File: src/rtl/core/wred_pkg.sv
// Package for the weighted random entry draw block.
// Holds codes, field widths, controller state and command/status structs.
// No dependencies.
`default_nettype none

package wred_pkg;

  // Parameter defaults
  localparam int MAX_ENTRIES_DEF = 256;
  localparam int WEIGHT_BITS_DEF = 16;

  // Fixed field widths
  localparam int OP_W     = 2;
  localparam int NODE_W   = 16;
  localparam int INW_W    = 16;
  localparam int RAND_W   = 16;
  localparam int STATUS_W = 3;
  localparam int IDX_W    = 8;
  localparam int KIND_W   = 2;
  localparam int TOTAL_W  = 24;
  localparam int PROD_W   = TOTAL_W + RAND_W;

  localparam logic [TOTAL_W-1:0] TOTAL_MAX = '1;

  // Operation codes
  localparam logic [OP_W-1:0] OP_ADD_SOLO = 2'd0;
  localparam logic [OP_W-1:0] OP_ADD_PAIR = 2'd1;
  localparam logic [OP_W-1:0] OP_DRAW     = 2'd2;

  // Result status codes
  localparam logic [STATUS_W-1:0] ST_ADDED    = 3'd0;
  localparam logic [STATUS_W-1:0] ST_DRAWN    = 3'd1;
  localparam logic [STATUS_W-1:0] ST_MISMATCH = 3'd2;
  localparam logic [STATUS_W-1:0] ST_FULL     = 3'd3;
  localparam logic [STATUS_W-1:0] ST_EMPTY    = 3'd4;

  // Group kinds
  localparam logic [KIND_W-1:0] KIND_UNDEF = 2'd0;
  localparam logic [KIND_W-1:0] KIND_SOLO  = 2'd1;
  localparam logic [KIND_W-1:0] KIND_PAIR  = 2'd2;

  // Controller states
  typedef enum logic [1:0] {
    S_IDLE,
    S_MUL,
    S_WALK,
    S_RESULT
  } state_t;

  // Controller to datapath
  typedef struct packed {
    logic take_item;  // input beat accepted
    logic mul;        // target product ready, issue first read
    logic walk;       // table walk cycle
    logic load_out;   // move pending result into output register
  } cmd_t;

  // Datapath to controller
  typedef struct packed {
    logic no_entries;
    logic walk_done;
  } sts_t;

endpackage

`default_nettype wire

File: src/rtl/core/wred_ctrl.sv
// Controller state machine for the weighted random entry draw block.
// Sequences accept, target multiply, table walk and result hand-off.
// Depends on wred_pkg.
`default_nettype none

module wred_ctrl
  import wred_pkg::*;
(
  input  wire logic            clk,
  input  wire logic            rst,
  input  wire logic            in_valid,
  output logic                 in_ready,
  input  wire logic [OP_W-1:0] opcode,
  output logic                 out_valid,
  input  wire logic            out_ready,
  input  wire sts_t            sts,
  output cmd_t                 cmd
);

  state_t state, state_next;
  logic   out_valid_next;
  logic   in_take;
  logic   slot_free;

  assign in_take   = in_valid && in_ready;
  assign slot_free = !out_valid || out_ready;

  // Next state
  always_comb begin
    state_next = state;
    case (state)
      S_IDLE: begin
        if (in_take) begin
          if (opcode == OP_ADD_SOLO || opcode == OP_ADD_PAIR) begin
            state_next = S_RESULT;
          end else if (opcode == OP_DRAW) begin
            state_next = sts.no_entries ? S_RESULT : S_MUL;
          end else begin
            state_next = S_IDLE;
          end
        end
      end
      S_MUL:    state_next = S_WALK;
      S_WALK: begin
        if (sts.walk_done) state_next = S_RESULT;
      end
      S_RESULT: begin
        if (slot_free) state_next = S_IDLE;
      end
      default:  state_next = S_IDLE;
    endcase
  end

  // Outputs
  always_comb begin
    in_ready     = 1'b0;
    cmd          = '0;
    case (state)
      S_IDLE: begin
        in_ready      = 1'b1;
        cmd.take_item = in_valid;
      end
      S_MUL:    cmd.mul = 1'b1;
      S_WALK:   cmd.walk = 1'b1;
      S_RESULT: cmd.load_out = slot_free;
      default:  cmd = '0;
    endcase
  end

  // Output beat valid
  always_comb begin
    if (cmd.load_out) begin
      out_valid_next = 1'b1;
    end else if (out_ready) begin
      out_valid_next = 1'b0;
    end else begin
      out_valid_next = out_valid;
    end
  end

  always_ff @(posedge clk) begin
    if (rst) begin
      state     <= S_IDLE;
      out_valid <= 1'b0;
    end else begin
      state     <= state_next;
      out_valid <= out_valid_next;
    end
  end

endmodule

`default_nettype wire

File: config.mk
export PLATFORM = sky130hd
export DESIGN_NAME = wred_ctrl
export DESIGN_NICKNAME = d
export VERILOG_FILES = /design/src/rtl/core/wred_pkg.sv /design/src/rtl/core/wred_ctrl.sv
export SDC_FILE = /design/constraint.sdc
export NUM_CORES = 1
export LEC_CHECK = 0
export ABC_AREA = 1
export BUFFER_PORTS_ARGS = -buffer_cell sky130_fd_sc_hd__buf_4
export CORE_AREA = 8 8 45 47
export CTS_CLUSTER_SIZE = 16
export DETAILED_ROUTE_END_ITERATION = 6
export DIE_AREA = 0 0 53 55
export SLEW_MARGIN = 10
export SYNTH_ARGS = -nofsm -noshare
export SYNTH_HDL_FRONTEND = slang
export SYNTH_SLANG_ARGS = --single-unit
File: constraint.sdc
create_clock -name clk -period 1.7 [get_ports clk]
set_input_delay 0.17 -clock clk [delete_from_list [all_inputs] [get_ports clk]]
set_output_delay 0.17 -clock clk [all_outputs]
set_load 0.005 [all_outputs]
==> summary.md <==
| Metric | Value |
|---|---|
| Synthesized-area fraction occupied by adder cells | 0.184 |
| # Post-CTS Setup Buffers | 0 |
| Worst slew pin tran | around 200 ps |
| Final worst path period need | 1330 ps |
| Rows | 14 |
| P_leak | around 0.00024 uW |
| Sequential cell area | roughly 60 um2 |
| Die area | between 2000 and 3000 um2 |
| Hold slack | between 90 and 100 ps |
| Initial antenna violation count | 0 |
| Synth Area in Simple Gates | 0.364 |
| Via-to-Cell Ratio | about 3.7 |
| Internal power | approximately 360 uW |
| Critical path class | reg -> out |
| Multi-input gate area in the final layout | between 150 and 200 um2 |
| Crit Path Max Fanout | 6 |
| ANT nets after route | 0 |
| Total negative setup slack | 0 ps |
| Register area share after synthesis | 0.221 |
| RSZ-0062 raised after global routing | no |
| Total CTS buffers | 3 |
| Post-synthesis instance area | approximately 270 um2 |
| WP data required | 1530 ps |
| N_diodes | 0 |
| Mapped Nets | 55 |
| TritonCTS sink count | 3 |
| Worst hold stages | 2 |
| First-pass GRT wire length | approximately 950 um |
| Global Route Usage Sum | 0.0475 |
| Post-Route WL | between 500 and 600 um |
| Final Wtd Congestion | between 0.7 and 0.8 |
| Largest family of logic cells by synthesized area | simple AND/OR/NAND/NOR gates |
| Post-Synth XOR/XNOR Area | 0 |
| Largest net degree at the start of global routing | 7 |
| Fin crit share | 0.782 |
| Fillers | about 160 |
| Max Cap Viol | 0 |
| Worst slew margin | 0.870 |
| Worst Hold Path EP | out_valid |
| Max clock buf depth | 2 |
| Fmax achieved | ~0.75 GHz |
| Worst Hold Class | in -> reg |
| Syn-to-layout area delta | 47.5% |
| Clock power share | 0.205 |
| P_sw | between 200 and 250 uW |
| R2R Path Start | state[0] |
| Worst Path Arrival | about 1200 ps |
| Setup violators final | 0 |
| Detailed Routing Iterations Pass 1 | 4 |
| Reg2Reg Depth | 6 |
| Share of cells above drive strength 1 | 0.328 |
| Net Sw Frac | 0.407 |
| Power density over the cells | approximately 1500 nW/um2 |
| Endpoints failing hold | 0 |
| H-tree depth | 1 |
| Status | finished clean |
| Cell taking the most area after synthesis | dfxtp_1 |
| Placed wire-length estimate | about 520 um |
| Hold path startpoint | rst |
| Cells after Synth | 43 |
| Core ar. | 1380 um2 |
| Die width | roughly 53 um |
| Slew Limit Fails | 0 |
| Synth top area share | 0.221 |
| Post-synth EDFFs | 0 |
| Synthesized flop and latch total | 3 |
| CP Launch Type | flop |
| CTS tree | done |
| DR WL/cell | between 8 and 9 um |
| Grt ovf | 0 |
| Buf+Inv Stages, Crit Path | 3 |
| Skew final | ~1.3 ps |
| Top-count cell post-synth | nand2_1 |
| CP peak stage delay | 340 ps |
| I/O pins | 14 |
| Critical path's top delay family | flip-flops |
| Worst vdd ir | roughly 0.00056 V |
| Post-synthesis mux area share | 0 |
| CP most frequent cell | inv_1 |
| Cts hold-fix bufs | 0 |
| Async set-reset flop share out of synthesis | 0 |
| DRC | 0 |
| CP Cell Sequence | inv_1 > ha_1 > nand2_1 > inv_1 > buf_4 |
| Routed via count | 274 |
| Crit path max-delay cell type | dfxtp_1 |
| Reg2Reg Setup Slack | slightly below 500 ps |
| Top cells by count, synth | nand2_1 (15), inv_1 (10), ha_1 (4) |
| CTS Root Cell | clkbuf_4 |
| Syn Area/Cell | roughly 6.3 um2 |
| Worst Setup End Kind | output pin |
| Drt initial violations | 3 |
| Synth cell types | 10 |
| Buffers added on ports | 13 |
| FF-to-FF End | state[1] |
| Clk_lat worst skew | 230 ps |
| Sequential power share | 0.199 |
| Final nets | 71 |
| Main area contributors after synthesis | dfxtp_1 (22%), nand2_1 (21%), ha_1 (18%) |
| Vias in the first global route | 239 |
| Resized Gates After CTS | 0 |
| Die height | 55 um |
| YS warnings | 0 |
| Combinational power share | 0.596 |
| Post-synth top flop | dfxtp_1 |
| Synth Area in Compound Gates | 0.0369 |
| Starting Density | 0.196 |
| Clk slew on worst S/H paths | approximately 40 ps |
-- cell families (layout without fill, tap and decap cells) --
logic type / after synthesis / count (layout)
buffers and inverters: 12 / 27
AO/OA/AOI/OAI: 2 / 2
flip-flops: 3 / 3
adder cells (fa/ha/maj): 4 / 4
AND/OR/NAND/NOR: 22 / 22
-- worst max-delay path by stage --
stage	startpoint	depth (start not counted)	slack, ps	to
after floorplan	state[0]	6	570	state[1]
after global placement	state[0]	6	520	state[1]
after detailed placement	state[0]	6	490	state[1]
after CTS	state[0]	5	360	cmd[3]
after global routing	state[1]	5	270	cmd[3]
final	state[0]	5	370	cmd[3]
-- per-layer routing --
layer	vias to the layer above	track usage	wire length [um]
met5	-	0	0
met4	0	0.0517	15
met3	2	0.0348	103
met2	12	0.0566	234
met1	107	0.0501	243
li1	153	-	-
-- cells in the final DEF, fill, tap and decap left out --
cell type / netlist / routed
dfxtp_1: 3 / 3
ha_1: 4 / 4
inv_1: 10 / 10
nand2_1: 15 / 15
a21oi_1: 2 / 2
nand3_1: 1 / 1
nand3_2: 2 / 2
nor2_2: 1 / 1
nor2_1: 3 / 3
clkbuf_1: 0 / 1
buf_4: 2 / 13
clkbuf_4: 0 / 3
-- power by group through the flow --
stage,sequential (uW),combinational (uW),clock (uW)
global placement,122,363,0
CTS,121,367,132
global route,125,426,140
detailed placement,122,365,0
finish,120,361,124
floorplan,118,245,0
-- cell type report --
class                      count  area share
clock buffer                   4      0.0656
inverter                      10      0.0938
multi-input combinational     28       0.397
sequential                     3       0.150
tap                           16      0.0500
timing repair buffer          13       0.244
-- state kept, by name, summed over array words and instances (netlist names) --
register,cells
out_valid,1
state,2
-- through the flow --
stage	area, um2	utilization	setup WS (ps)	total power, uW	instances
finish	400	0.289	370	605	74
global route	400	0.289	269	691	74
detailed placement	374	0.270	486	487	70
CTS	400	0.289	358	620	74
floorplan	272	-	571	363	43
global placement	374	0.270	522	485	70
No activity file was read; power rests on OpenSTA's default activity.
